File: src/hw/rtl/assert_macros.svh
// assertion macros for the rtl, used by puf_seq
`ifndef ASSERT_MACROS_SVH
`define ASSERT_MACROS_SVH

// clocked assertion, masked while reset is held
`define PUF_ASSERT(lbl, clk, rst_n, prop, msg) \
  lbl: assert property (@(posedge clk) disable iff (!rst_n) prop) else $error(msg);

// clocked assertion, also checked during reset
`define PUF_ASSERT_ALWAYS(lbl, clk, prop, msg) \
  lbl: assert property (@(posedge clk) prop) else $error(msg);

`endif

File: src/hw/rtl/puf_pkg.sv
// shared types, constants and helpers of the parity union-find block
`default_nettype none
package puf_pkg;
  localparam int NUM_SETS   = 1024;
  localparam int SET_W      = 10;
  localparam int NODE_COUNT = 2 * NUM_SETS + 2;
  localparam int NODE_W     = $clog2(NODE_COUNT);
  localparam int COST_W     = $clog2(NUM_SETS + 1);
  localparam int TOTAL_W    = 11;

  typedef logic [NODE_W-1:0] node_t;
  typedef logic [COST_W-1:0] cost_t;

  localparam node_t SENT_NODE = NODE_W'(2 * NUM_SETS);
  localparam node_t FORB_NODE = NODE_W'(2 * NUM_SETS + 1);
  localparam node_t LAST_NODE = NODE_W'(NODE_COUNT - 1);

  // one memory word per literal node
  typedef struct packed {
    node_t parent;
    cost_t cost;
    logic  forb;
  } entry_t;

  localparam int ENTRY_W = $bits(entry_t);

  // memory access request from the sequencer
  typedef struct packed {
    logic   rd_en;
    node_t  rd_addr;
    logic   wr_en;
    node_t  wr_addr;
    entry_t wr_data;
  } mem_req_t;

  typedef struct packed {
    logic [TOTAL_W-1:0] total;
    logic               infeasible;
  } result_t;

  // cheaper permitted side of a component
  function automatic cost_t cheaper(input cost_t ct, input logic ft,
                                    input cost_t cf, input logic ff);
    cost_t r;
    if (ft && !ff) r = cf;
    else if (ff && !ft) r = ct;
    else r = (ct < cf) ? ct : cf;
    return r;
  endfunction
endpackage
`default_nettype wire

File: src/hw/rtl/puf_seq.sv
// sequencer: clearing pass, root finds with compression, merge and running total
`default_nettype none
`include "assert_macros.svh"
module puf_seq
  import puf_pkg::*;
(
  input  wire logic             clk,
  input  wire logic             rst_n,
  input  wire logic             in_valid,
  output logic                  in_ready,
  input  wire logic [1:0]       in_count,
  input  wire logic [SET_W-1:0] in_a,
  input  wire logic [SET_W-1:0] in_b,
  input  wire logic             in_lamp,
  output logic                  res_valid,
  input  wire logic             res_take,
  output result_t               res_data,
  output mem_req_t              mem_req,
  input  wire entry_t           mem_rdata
);
  typedef enum logic [8:0] {
    S_CLEAR  = 9'b000000001,
    S_IDLE   = 9'b000000010,
    S_FDAT   = 9'b000000100,
    S_CDAT   = 9'b000001000,
    S_DECIDE = 9'b000010000,
    S_WTT    = 9'b000100000,
    S_WTF    = 9'b001000000,
    S_WAT    = 9'b010000000,
    S_WAF    = 9'b100000000
  } state_t;

  localparam logic [1:0] FIND_LAST = 2'd3;

  state_t             state_r, state_nxt;
  logic               finish_r, finish_nxt;
  node_t              clr_r, clr_nxt;
  node_t              cur_r, cur_nxt;
  logic [1:0]         k_r, k_nxt;
  node_t              root_r [4];
  cost_t              rcost_r [4];
  logic               rforb_r [4];
  logic               root_we;
  logic [SET_W-1:0]   a_r, b_r;
  logic               bsent_r, eq_r;
  logic               inf_r, inf_nxt;
  logic [TOTAL_W-1:0] total_r, total_nxt;
  logic [COST_W:0]    old_sum_r;
  cost_t              ntt_cost_r, ntf_cost_r;
  logic               ntt_forb_r, ntf_forb_r;
  logic               merge_we;
  node_t              tt_w, tf_w;
  cost_t              ctt_w, ctf_w;
  logic               ftt_w, ftf_w;
  logic               accept, op_ok, op_single;
  logic [COST_W+1:0]  total_wide;

  // start node of each of the four finds
  function automatic node_t start_node(input logic [1:0] k, input logic [SET_W-1:0] a,
                                       input logic [SET_W-1:0] b, input logic bsent);
    node_t n;
    unique case (k)
      2'd0: n = {1'b0, a, 1'b0};
      2'd1: n = {1'b0, a, 1'b1};
      2'd2: n = bsent ? SENT_NODE : {1'b0, b, 1'b0};
      default: n = bsent ? FORB_NODE : {1'b0, b, 1'b1};
    endcase
    return n;
  endfunction

  assign accept    = in_valid && in_ready;
  assign in_ready  = (state_r == S_IDLE) && !finish_r;
  assign op_single = (in_count == 2'd1) && ({1'b0, in_a} < (SET_W + 1)'(NUM_SETS));
  assign op_ok     = op_single || ((in_count == 2'd2)
                     && ({1'b0, in_a} < (SET_W + 1)'(NUM_SETS))
                     && ({1'b0, in_b} < (SET_W + 1)'(NUM_SETS)));

  // roots as seen from the a side
  assign tt_w  = eq_r ? root_r[2] : root_r[3];
  assign tf_w  = eq_r ? root_r[3] : root_r[2];
  assign ctt_w = eq_r ? rcost_r[2] : rcost_r[3];
  assign ctf_w = eq_r ? rcost_r[3] : rcost_r[2];
  assign ftt_w = eq_r ? rforb_r[2] : rforb_r[3];
  assign ftf_w = eq_r ? rforb_r[3] : rforb_r[2];

  assign total_wide = (COST_W + 2)'(total_r)
                    + (COST_W + 2)'(eq_r ? cheaper(ntt_cost_r, ntt_forb_r, ntf_cost_r, ntf_forb_r)
                                         : cheaper(ntf_cost_r, ntf_forb_r, ntt_cost_r, ntt_forb_r))
                    - (COST_W + 2)'(old_sum_r);

  // sequencer next state and memory requests
  always_comb begin
    state_nxt  = state_r;
    finish_nxt = finish_r;
    clr_nxt    = clr_r;
    cur_nxt    = cur_r;
    k_nxt      = k_r;
    inf_nxt    = inf_r;
    total_nxt  = total_r;
    root_we    = 1'b0;
    merge_we   = 1'b0;
    mem_req    = '0;
    if (finish_r && res_take) finish_nxt = 1'b0;
    unique case (state_r)
      S_CLEAR: begin
        mem_req.wr_en          = 1'b1;
        mem_req.wr_addr        = clr_r;
        mem_req.wr_data.parent = clr_r;
        mem_req.wr_data.cost   = cost_t'(!clr_r[0] && clr_r < SENT_NODE);
        mem_req.wr_data.forb   = (clr_r == FORB_NODE);
        clr_nxt                = clr_r + 1'b1;
        if (clr_r == LAST_NODE) state_nxt = S_IDLE;
      end
      S_IDLE: begin
        if (accept) begin
          if (op_ok) begin
            cur_nxt         = {1'b0, in_a, 1'b0};
            k_nxt           = 2'd0;
            mem_req.rd_en   = 1'b1;
            mem_req.rd_addr = {1'b0, in_a, 1'b0};
            state_nxt       = S_FDAT;
          end else begin
            finish_nxt = 1'b1;
          end
        end
      end
      S_FDAT: begin
        mem_req.rd_en = 1'b1;
        if (mem_rdata.parent == cur_r) begin
          root_we         = 1'b1;
          cur_nxt         = start_node(k_r, a_r, b_r, bsent_r);
          mem_req.rd_addr = start_node(k_r, a_r, b_r, bsent_r);
          state_nxt       = S_CDAT;
        end else begin
          cur_nxt         = mem_rdata.parent;
          mem_req.rd_addr = mem_rdata.parent;
        end
      end
      S_CDAT: begin
        if (mem_rdata.parent == root_r[k_r]) begin
          if (k_r == FIND_LAST) begin
            state_nxt = S_DECIDE;
          end else begin
            k_nxt           = k_r + 1'b1;
            cur_nxt         = start_node(k_r + 1'b1, a_r, b_r, bsent_r);
            mem_req.rd_en   = 1'b1;
            mem_req.rd_addr = start_node(k_r + 1'b1, a_r, b_r, bsent_r);
            state_nxt       = S_FDAT;
          end
        end else begin
          // point this node straight at its root
          mem_req.wr_en          = 1'b1;
          mem_req.wr_addr        = cur_r;
          mem_req.wr_data        = mem_rdata;
          mem_req.wr_data.parent = root_r[k_r];
          mem_req.rd_en          = 1'b1;
          mem_req.rd_addr        = mem_rdata.parent;
          cur_nxt                = mem_rdata.parent;
        end
      end
      S_DECIDE: begin
        if (root_r[0] == tt_w) begin
          finish_nxt = 1'b1;
          state_nxt  = S_IDLE;
        end else if (root_r[0] == tf_w) begin
          inf_nxt    = 1'b1;
          finish_nxt = 1'b1;
          state_nxt  = S_IDLE;
        end else begin
          merge_we  = 1'b1;
          state_nxt = S_WTT;
        end
      end
      S_WTT: begin
        mem_req.wr_en   = 1'b1;
        mem_req.wr_addr = tt_w;
        mem_req.wr_data = '{parent: tt_w, cost: ntt_cost_r, forb: ntt_forb_r};
        state_nxt       = S_WTF;
      end
      S_WTF: begin
        mem_req.wr_en   = 1'b1;
        mem_req.wr_addr = tf_w;
        mem_req.wr_data = '{parent: tf_w, cost: ntf_cost_r, forb: ntf_forb_r};
        state_nxt       = S_WAT;
      end
      S_WAT: begin
        mem_req.wr_en   = 1'b1;
        mem_req.wr_addr = root_r[0];
        mem_req.wr_data = '{parent: tt_w, cost: rcost_r[0], forb: rforb_r[0]};
        state_nxt       = S_WAF;
      end
      S_WAF: begin
        mem_req.wr_en   = 1'b1;
        mem_req.wr_addr = root_r[1];
        mem_req.wr_data = '{parent: tf_w, cost: rcost_r[1], forb: rforb_r[1]};
        total_nxt       = total_wide[TOTAL_W-1:0];
        finish_nxt      = 1'b1;
        state_nxt       = S_IDLE;
      end
      default: state_nxt = S_CLEAR;
    endcase
  end

  // control registers
  always_ff @(posedge clk) begin
    if (!rst_n) begin
      state_r  <= S_CLEAR;
      finish_r <= 1'b0;
      clr_r    <= '0;
      inf_r    <= 1'b0;
      total_r  <= '0;
    end else begin
      state_r  <= state_nxt;
      finish_r <= finish_nxt;
      clr_r    <= clr_nxt;
      inf_r    <= inf_nxt;
      total_r  <= total_nxt;
    end
  end

  // request and working registers
  always_ff @(posedge clk) begin
    cur_r <= cur_nxt;
    k_r   <= k_nxt;
    if (accept) begin
      a_r     <= in_a;
      b_r     <= in_b;
      bsent_r <= op_single;
      eq_r    <= op_single ? !in_lamp : in_lamp;
    end
    if (root_we) begin
      root_r[k_r]  <= cur_r;
      rcost_r[k_r] <= mem_rdata.cost;
      rforb_r[k_r] <= mem_rdata.forb;
    end
    if (merge_we) begin
      old_sum_r  <= (COST_W + 1)'(cheaper(rcost_r[0], rforb_r[0], rcost_r[1], rforb_r[1]))
                  + (COST_W + 1)'(cheaper(rcost_r[2], rforb_r[2], rcost_r[3], rforb_r[3]));
      ntt_cost_r <= ctt_w + rcost_r[0];
      ntt_forb_r <= ftt_w | rforb_r[0];
      ntf_cost_r <= ctf_w + rcost_r[1];
      ntf_forb_r <= ftf_w | rforb_r[1];
    end
  end

  assign res_valid           = finish_r;
  assign res_data.total      = total_r;
  assign res_data.infeasible = inf_r;

  `PUF_ASSERT(a_inf_sticky, clk, rst_n, inf_r |=> inf_r, "infeasible flag dropped")
  `PUF_ASSERT(a_merge_distinct, clk, rst_n, (state_r == S_WTF) |-> (tf_w != tt_w),
              "merge targets coincide")
  `PUF_ASSERT(a_total_bound, clk, rst_n, total_r <= TOTAL_W'(NUM_SETS),
              "running total above set count")
endmodule
`default_nettype wire

File: config.mk
export PLATFORM = sky130hd
export DESIGN_NAME = puf_seq
export DESIGN_NICKNAME = d
export VERILOG_FILES = /design/src/hw/rtl/puf_pkg.sv /design/src/hw/rtl/puf_seq.sv
export VERILOG_INCLUDE_DIRS = /design/src /design/src/hw/rtl
export SDC_FILE = /design/constraint.sdc
export NUM_CORES = 1
export LEC_CHECK = 0
export BUFFER_PORTS_ARGS = -buffer_cell sky130_fd_sc_hd__clkbuf_2
export CORE_MARGIN = 2
export CORE_UTILIZATION = 55
export CTS_BUF_LIST = sky130_fd_sc_hd__clkbuf_4 sky130_fd_sc_hd__clkbuf_8 sky130_fd_sc_hd__clkbuf_16
export DETAILED_ROUTE_END_ITERATION = 16
export MAX_ROUTING_LAYER = met4
export PLACE_DENSITY = 0.74
export SLEW_MARGIN = 10
export SYNTH_ARGS = -nofsm -noshare
export SYNTH_HDL_FRONTEND = slang
export SYNTH_SLANG_ARGS = --single-unit
File: constraint.sdc
create_clock -name clk -period 4.91 [get_ports clk]
set_input_delay 0.491 -clock clk [delete_from_list [all_inputs] [get_ports clk]]
set_output_delay 0.491 -clock clk [all_outputs]
set_load 0.01 [all_outputs]
### Word level (Yosys, flattened, before mapping)

Memories as Yosys holds them, arrays and structs flattened. A register that Yosys moved wholly into a read port is not among the register bits.
Cells that the tools add are included.

* $lt $le $gt $ge: 5
* $add $sub $neg: 7
* reduce and logical (&&, ||, !) cells: 28
* bitwise logic cells: 3
* equal/unequal tests: 28
* mux-type cells: 67

Operator list (count)
* 37-bit one-hot mux with 6 select lines: 1
* 11-bit 2-to-1 mux: 17
* 12-bit 2-to-1 mux: 9
* 12-bit one-hot mux with 3 select lines: 3
* 9-bit one-hot mux with 9 select lines: 1
* 13-bit 2-to-1 mux: 4
* 12-bit equality test: 4
* 9-bit 2-to-1 mux: 5
* 11-bit adder: 4
* 11-bit < comparator: 4
* 13-bit one-hot mux with 3 select lines: 1
* 37-bit 2-to-1 mux: 1
* 1-bit 2-to-1 mux: 15
* 12-bit by 1-bit adder with 12-bit output, second input constant: 1
* 12-bit equality test, second input constant: 1
* 12-bit < comparator, second input constant: 1
* 6-bit 2-to-1 mux: 2
* 2-bit inequality test, second input constant: 6
* 11-bit subtractor: 1
* 1-bit logical AND: 10
* 2-bit 2-to-1 mux: 5
* 5-bit AND reduction: 2
* 9-bit by 1-bit equality test with 1-bit output, second input constant: 1
* 9-bit by 2-bit equality test with 1-bit output, second input constant: 1
* 23 further kinds: 38

* register bits: 105
* memories kept: 3
* logic and storage cells: 157
* output and inout bits: 64
* RAM bits: 96

Memory list
* root_r: depth 4, width 12, read ports 5, clocked after memory_dff 1, wr ports 1, line puf_seq.sv:40 `node_t root_r [4];`
* rcost_r: depth 4, width 11, read ports 4, clocked after memory_dff 0, wr ports 1, line puf_seq.sv:41 `cost_t rcost_r [4];`
* rforb_r: depth 4, width 1, read ports 4, clocked after memory_dff 0, wr ports 1, line puf_seq.sv:42 `logic rforb_r [4];`

### Logic depth before layout (Yosys ltp)

Gate-level depths: netlist of the first run.
An unclocked memory read counts as a cell.

* word-level depth: 8
* gate-level depth with buffers: 21
* gate-level depth less buffers: 21

### Worst setup path before layout of the first run

OpenSTA, ideal clock, no wires.

* path kind: register to register
* start point: register ntf_cost_r[10]
* end point: register total_r[10]
* setup slack: -0.156 ns
* clock period less this slack: 5.066 ns
* data required time: 4.852 ns
* arrival: 5.009 ns
* stages on the path, launching flop included: 20
* path buffers: 1
* setup time: 0.058 ns
* path through: edfxtp_1 ha_1 and2_1 a221o_1 a2111oi_0 nor2_1 o31ai_2 buf_2 a21oi_1 fa_1 inv_1 fa_1 a21o_1 a21oi_1 o21ai_0 o41ai_1 o21ai_0 or3_1 mux2i_1 a31o_2

* longest elaborated chain between the ends: 7
* elaborated cells on any way between the ends: 11
* those cells by class: add/sub (2); order compare (2); mux (7)

Ends and longest elaborated chain
* start: declaration: line puf_seq.sv:49 `cost_t ntt_cost_r, ntf_cost_r;`
* start signal: assignment: line puf_seq.sv:241 `ntf_cost_r <= ctf_w + rcost_r[1];`
* 11-bit < comparator: line puf_pkg.sv:47 `else r = (ct < cf) ? ct : cf;`
* 11-bit 2-to-1 mux: line puf_pkg.sv:47
* 11-bit 2-to-1 mux: line puf_pkg.sv:46 `else if (ff && !ft) r = ct;`
* 11-bit 2-to-1 mux: line puf_pkg.sv:45 `if (ft && !ff) r = cf;`
* 11-bit 2-to-1 mux (*): line puf_seq.sv:87 `+ (COST_W + 2)'(eq_r ? cheaper(ntt_cost_r, ntt_forb_r, ntf_cost_r, ntf_forb_r)`
* 11-bit adder (*): line puf_seq.sv:87
* 11-bit subtractor (*): line puf_seq.sv:89 `- (COST_W + 2)'(old_sum_r);`
* end signal: assignment: line puf_seq.sv:217 `total_r <= total_nxt;`
* end: declaration: line puf_seq.sv:47 `logic [TOTAL_W-1:0] total_r, total_nxt;`

Every way passes the cells marked *; elsewhere a longest branch is shown, timed or not.
A chain may end at the register's enable or synchronous reset.

### Worst setup path after layout of the first run

* start point: register ntt_cost_r[10]
* end point: register total_r[10]

* longest elaborated chain between the ends: 7
* elaborated cells on any way between the ends: 11
* those cells by class: add/sub (2); order compare (2); mux (7)

Ends and longest elaborated chain
* start: declaration: line puf_seq.sv:49
* start signal: assignment: line puf_seq.sv:239 `ntt_cost_r <= ctt_w + rcost_r[0];`
* 11-bit < comparator: line puf_pkg.sv:47
* 11-bit 2-to-1 mux: line puf_pkg.sv:47
* 11-bit 2-to-1 mux: line puf_pkg.sv:46
* 11-bit 2-to-1 mux: line puf_pkg.sv:45
* 11-bit 2-to-1 mux (*): line puf_seq.sv:87
* 11-bit adder (*): line puf_seq.sv:87
* 11-bit subtractor (*): line puf_seq.sv:89

Marked as above.

==> results of run 1 <==
routing by layer:
| metal | vias up | wire length, µm | track usage | part of all wire |
|---|---|---|---|---|
| met5 | - | 0 | - | 0 |
| met2 | 506 | 15700 | 0.436 | 0.44 |
| met4 | 0 | 917 | 0.0810 | 0.026 |
| met1 | 4980 | 15800 | 0.420 | 0.44 |
| li1 | 4907 | - | - | - |
| met3 | 73 | 3150 | 0.0498 | 0.088 |
worst register-to-register path, stage by stage (launching register included):
cell	delay, ns
edfxtp_1	0.39
inv_1	0.07
ha_1	0.23
and2_1	0.19
a221o_1	0.38
a2111oi_4	0.37
nor2_1	0.13
o31ai_4	0.12
mux2i_1	0.14
ha_1	0.29
inv_1	0.04
ha_1	0.20
fa_1	0.46
a21o_1	0.19
a21oi_2	0.18
o21ai_1	0.13
o41ai_2	0.37
o21ai_1	0.14
or3_1	0.31
mux2i_1	0.14
a31o_2	0.12
worst paths after layout:
path	start	endpoint	slack (ns)	cells past startpoint
hold / removal	in_b[6]	b_r[6]	0.14	1
hold reg to reg	total_r[0]	total_r[0]	0.48	2
setup reg to reg	ntt_cost_r[10]	total_r[10]	0.27	20
setup / recovery	ntt_cost_r[10]	total_r[10]	0.27	20
final cells by class:
cell class	count	area (µm²)
Clock inverter	8	68.8
Sequential cell	203	5740
Timing Repair Buffer	141	773
Inverter	83	312
Tap cell	319	399
Multi-Input combinational cell	931	6730
Antenna cell	1	2.50
Clock buffer	36	721
Fill cell	1961	8520
power by group through the flow:
stage / Clock (W) / Sequential (W) / Combinational (W)
floorplan: 0 / 0.00190 / 0.000108
global placement: 0 / 0.00191 / 0.000186
detailed placement: 0 / 0.00191 / 0.000189
CTS: 0.00178 / 0.00187 / 0.000191
global route: 0.00184 / 0.00188 / 0.000209
finish: 0.00176 / 0.00188 / 0.000190
kinds of logic after synthesis:
logic type               Yosys count  share of synthesized area
AND/OR/NAND/NOR                  397                      0.141
AO/OA/AOI/OAI                    282                      0.146
flip-flops                       203                      0.444
buffers and inverters            134                     0.0413
adder cells (fa/ha/maj)           95                     0.0996
XOR/XNOR                          92                     0.0624
multiplexers                      65                     0.0656
state kept, by name, indices dropped and copies added, names as in the netlist, 10 cells and up, named ones only:
name	count
root_r	48
rcost_r	44
clr_r	12
cur_r	12
ntf_cost_r	11
ntt_cost_r	11
old_sum_r	11
total_r	11
a_r	10
b_r	10
layout by cell type, fill, tap and decap left out, types with 36 or more instances in the layout:
cell | synthesis | routed
a21oi_1 | 62 | 61
clkbuf_2 | 0 | 114
dfxtp_1 | 36 | 36
edfxtp_1 | 167 | 167
ha_1 | 82 | 82
inv_1 | 82 | 82
nand2_1 | 187 | 187
nor2_1 | 75 | 74
o211ai_1 | 38 | 38
o21ai_0 | 75 | 71
xnor2_1 | 77 | 77
stage by stage:
stage | TNS [ns] | utilization | power (W) | instance area [µm²]
detailed placement | -0.0312 | 0.598 | 0.00210 | 13900
CTS | 0 | 0.632 | 0.00384 | 14700
global placement | 0 | 0.598 | 0.00210 | 13900
finish | 0 | 0.634 | 0.00383 | 14700
global route | -0.00378 | 0.634 | 0.00393 | 14700
floorplan | 0 | - | 0.00201 | 12900
what timing repair did:
item,CTS,global route
gates resized for setup,1,5
buffers inserted,0,1
endpoints found under the setup margin,1,1
pin swaps,0,1
==> flow_summary.json, run 1 <==
{
  "drv_cap": 0,
  "path_clk_slew_ns": 0.06,
  "max_freq_mhz": 215,
  "p_per_area_nw_per_um2": 260,
  "setup_slack_ns": 0.268,
  "synthDistinctLibCells": 66,
  "fin_worst_skew_ns": 0.0215,
  "p_clk_frac": 0.460,
  "synth_seq_cells": 203,
  "period_share": 0.945,
  "ys_warn_count": 0,
  "finalWirelength_um": 35600,
  "synthFlopType": "edfxtp_1",
  "grt_pass1_wl_um": 54700,
  "cts_tree": "yes",
  "period_needed_ns": 4.64,
  "required_ns": 5.38,
  "run_status": "finished clean",
  "htreeDepth": 1,
  "die_h_um": 157,
  "yosysTopAreaCellShare": 0.388,
  "coreArea_um2": 23300,
  "cts_sinks": 203,
  "cp_slowest_cell": "fa_1",
  "hold_ws_ns": 0.143,
  "path_cells": "inv_1 -> ha_1 -> and2_1 -> a221o_1 -> a2111oi_4 -> nor2_1 -> o31ai_4 -> mux2i_1 -> ha_1 -> inv_1 -> ha_1 -> fa_1 -> a21o_1 -> a21oi_2 -> o21ai_1 -> o41ai_2 -> o21ai_1 -> or3_1 -> mux2i_1 -> a31o_2",
  "slowest_delay_ns": 0.46,
  "grt_max_degree": 57,
  "cts.path.max_buffers": 3,
  "slew_viol_final": 0,
  "ant_nets": 0,
  "root_buffer": "clkbuf_16",
  "p_sw_w": 0.000824,
  "nNetsFinal": 1530,
  "worstHoldPathType": "input pin to flip-flop",
  "dp_hpwl_um": 25700,
  "seq_area_frac_synth": 0.444,
  "dr_total_vias": 10466,
  "synth_edf_count": 167,
  "dp_slack_ns": -0.0312,
  "synth_common_cells": "nand2_1 (187), edfxtp_1 (167), ha_1 (82), inv_1 (82), xnor2_1 (77)",
  "synth_area_per_cell_um2": 10.2,
  "grt_overflow_total": 0,
  "ys_top_cells_by_area": "edfxtp_1 (39%), ha_1 (7.9%), dfxtp_1 (5.6%)",
  "crit_path_end_kind": "flip-flop",
  "drt_iter0_markers": 1398,
  "first_pass_iters": 6,
  "power.share.combinational": 0.050,
  "rows": 56,
  "io_buffers": 114,
  "p_seq_frac": 0.490,
  "syn_area_um2": 12900,
  "ir_worst_vdd_mv": 0.243,
  "antenna_found_initial": 1,
  "worstSetupPathType": "flip-flop to flip-flop",
  "io_pins": 115,
  "drive_gt1_frac": 0.167,
  "relSlewSlack": 0.276,
  "clock_latency_ns": 0.52,
  "drt-vias-per-instance": 6.08,
  "path_max_fanout": 6,
  "ys_async_sr_fraction": 0,
  "switching_share": 0.215,
  "die-area_um2": 24700,
  "chipWidth_um": 157,
  "grt_pass1_vias": 9954,
  "area_growth_pct": 14.1,
  "gp_congestion": 0.935,
  "max_slew.worst_pin.slew_ns": 1.09,
  "drc": 0,
  "crit_top_cell": "ha_1",
  "cp_data_arrival_time_ns": 5.11,
  "yosysTopAreaCell": "edfxtp_1",
  "cts_buffers": 24,
  "placed_cells": 1676,
  "internal_power_w": 0.00300,
  "synthCells": 1268,
  "cp_num_buf_inv": 2,
  "hold_viol": 0,
  "p_leak_nw": 5.94,
  "setup_viol": 0,
  "synth.most_common_cell": "nand2_1",
  "grt_use_total": 0.294,
  "critPathLaunchType": "flip-flop",
  "post_drt_wl_per_cell_um": 20.7,
  "crit_family": "compound AO/OA/AOI/OAI gates",
  "final_cells": 1722,
  "start_util": 0.555,
  "ctsHoldBuffers": 0,
  "synth_fp_nets": 1414
}
No activity file was read; power rests on OpenSTA's default activity.
==> run 2: changes to the inputs <==
- CORE_ASPECT_RATIO: not set -> 1.2
- SLEW_MARGIN: 10 -> 0
==> flow_summary.json, run 2 (synthesis results as in run 1) <==
{
  "met1_length_um": 13000,
  "dr_total_vias": 10504,
  "top_register": "root_r",
  "critPathLaunchType": "flip-flop",
  "fin_worst_skew_ns": 0.0147,
  "grt_pass1_wl_um": 55500,
  "dp_slack_ns": -0.0555,
  "run_status": "finished clean",
  "nNetsFinal": 1529,
  "cts_tree": "yes",
  "ant_nets": 0,
  "clock_latency_ns": 0.52,
  "ir_worst_vdd_mv": 0.276,
  "setup_slack_ns": 0.298,
  "largest_reg_flops": 48,
  "fillers": 1867,
  "required_ns": 5.38,
  "hold_viol": 0,
  "final_cells": 1714,
  "dpl_cell_area_um2": 13900,
  "drv_cap": 0,
  "drt_iter0_markers": 789,
  "power_w": 0.00383,
  "path_clk_slew_ns": 0.06,
  "grt_setup_unrepaired": "false",
  "placed_cells": 1670,
  "dp_hpwl_um": 25900,
  "path_cells": "inv_1 -> ha_1 -> and2_1 -> a221o_1 -> a221o_1 -> o21ai_1 -> nor2_2 -> o31ai_4 -> mux2i_1 -> ha_1 -> inv_1 -> ha_1 -> fa_2 -> a21o_1 -> a21oi_2 -> o21ai_1 -> o41ai_2 -> buf_4 -> o21ai_0 -> or3_1 -> mux2i_1 -> a31o_2",
  "worstSetupPathType": "flip-flop to flip-flop",
  "die-area_um2": 24700,
  "finalWirelength_um": 35900,
  "rows": 61,
  "mostFrequentLayoutCells": "nand2_1 (187), edfxtp_1 (167), clkbuf_2 (114)",
  "grt_max_degree": 68,
  "cp_slowest_cell": "fa_2",
  "die_h_um": 172,
  "design_area_um2": 14700,
  "cts.path.max_buffers": 3,
  "first_pass_iters": 8,
  "slew_viol_final": 0,
  "tns_ns": 0,
  "antenna_found_initial": 1,
  "start_util": 0.559,
  "coreArea_um2": 23100,
  "cp_data_arrival_time_ns": 5.08,
  "chipWidth_um": 144,
  "slowest_delay_ns": 0.41,
  "io_pins": 115,
  "grt_overflow_total": 0,
  "drive_gt1_frac": 0.163,
  "cp_num_buf_inv": 3,
  "cts_sinks": 203,
  "gp_congestion": 0.949,
  "root_buffer": "clkbuf_16",
  "crit_family": "compound AO/OA/AOI/OAI gates",
  "grt_use_total": 0.303,
  "crit_top_cell": "ha_1",
  "p_leak_nw": 5.91,
  "htreeDepth": 1,
  "io_buffers": 114,
  "grt_pass1_vias": 10373,
  "setup_viol": 0,
  "area_growth_pct": 13.9,
  "relSlewSlack": 0.265,
  "r2r_slack_ns": 0.30,
  "final_common_cell": "nand2_1",
  "crit_path_end_kind": "flip-flop",
  "period_needed_ns": 4.61,
  "max_freq_mhz": 217,
  "cts_buffers": 23,
  "drc": 0,
  "period_share": 0.939,
  "max_slew.worst_pin.slew_ns": 1.09,
  "worstHoldPathType": "input pin to flip-flop",
  "drt-vias-per-instance": 6.13,
  "p_per_area_nw_per_um2": 260,
  "detailroute.wirelength.met3_um": 2400,
  "ctsHoldBuffers": 0,
  "path_max_fanout": 6,
  "post_drt_wl_per_cell_um": 20.9,
  "reg_top3": "root_r (48), rcost_r (44)",
  "wl_met2_um": 18600,
  "topRoutingLayerUsed": "met4"
}
-- run 2: changes by cell type in the layout (fill, tap and decap cells not counted), moves of 2 or more --
| cell | before | now |
|---|---|---|
| bufinv_16 | 1 | 4 |
| clkinv_1 | 1 | 5 |
| clkbuf_16 | 25 | 23 |
| clkbuf_4 | 9 | 1 |
| clkbuf_8 | 2 | 0 |
-- run 2: final timing paths --
| kind | from | endpoint | cells past startpoint |
|---|---|---|---|
| hold / removal | in_b[1] | b_r[1] | 1 |
| hold reg to reg | total_r[1] | total_r[1] | 2 |
| setup reg to reg | ntt_cost_r[10] | total_r[10] | 22 |
| setup / recovery | ntt_cost_r[10] | total_r[10] | 22 |
-- run 2: metrics by stage --
stage	hold slack, ns	util
final	0.144	0.636
after global routing	0.134	0.636
after CTS	0.135	0.636
after detailed placement	0.465	0.601
after global placement	0.459	0.601
after floorplan	0.441	-
-- run 2: routing by layer --
layer  global-route usage  vias up
li1                     -     4902
met5                    -        -
met2                0.534      452
met4                0.138        0
met1                0.344     5027
met3               0.0379      123
-- run 2: layout make-up --
type                    instances  area [µm²]  share of cell area
clock buffers                  24         583              0.0396
clock inverters                16         183              0.0124
multi-input cells             931        6720               0.457
well taps                     315         394              0.0268
diodes                          1        2.50            0.000170
flip-flops and latches        203        5740               0.390
repair buffers                141         786              0.0534
inverters                      83         312              0.0212
-- run 2: power by group --
part	internal (W)	leakage [nW]	switching (W)
combinational	0.0000802	3.74	0.000115
sequential	0.00186	1.79	0.0000140
clock	0.00107	0.383	0.000698
-- run 2: repair_timing --
action	4_1_cts	5_1_grt
setup buffers	2	1
setup endpoints to repair	1	4
pin swaps	1	3
resized for setup	5	4
cloned	0	0
hold endpoints to repair	0	0
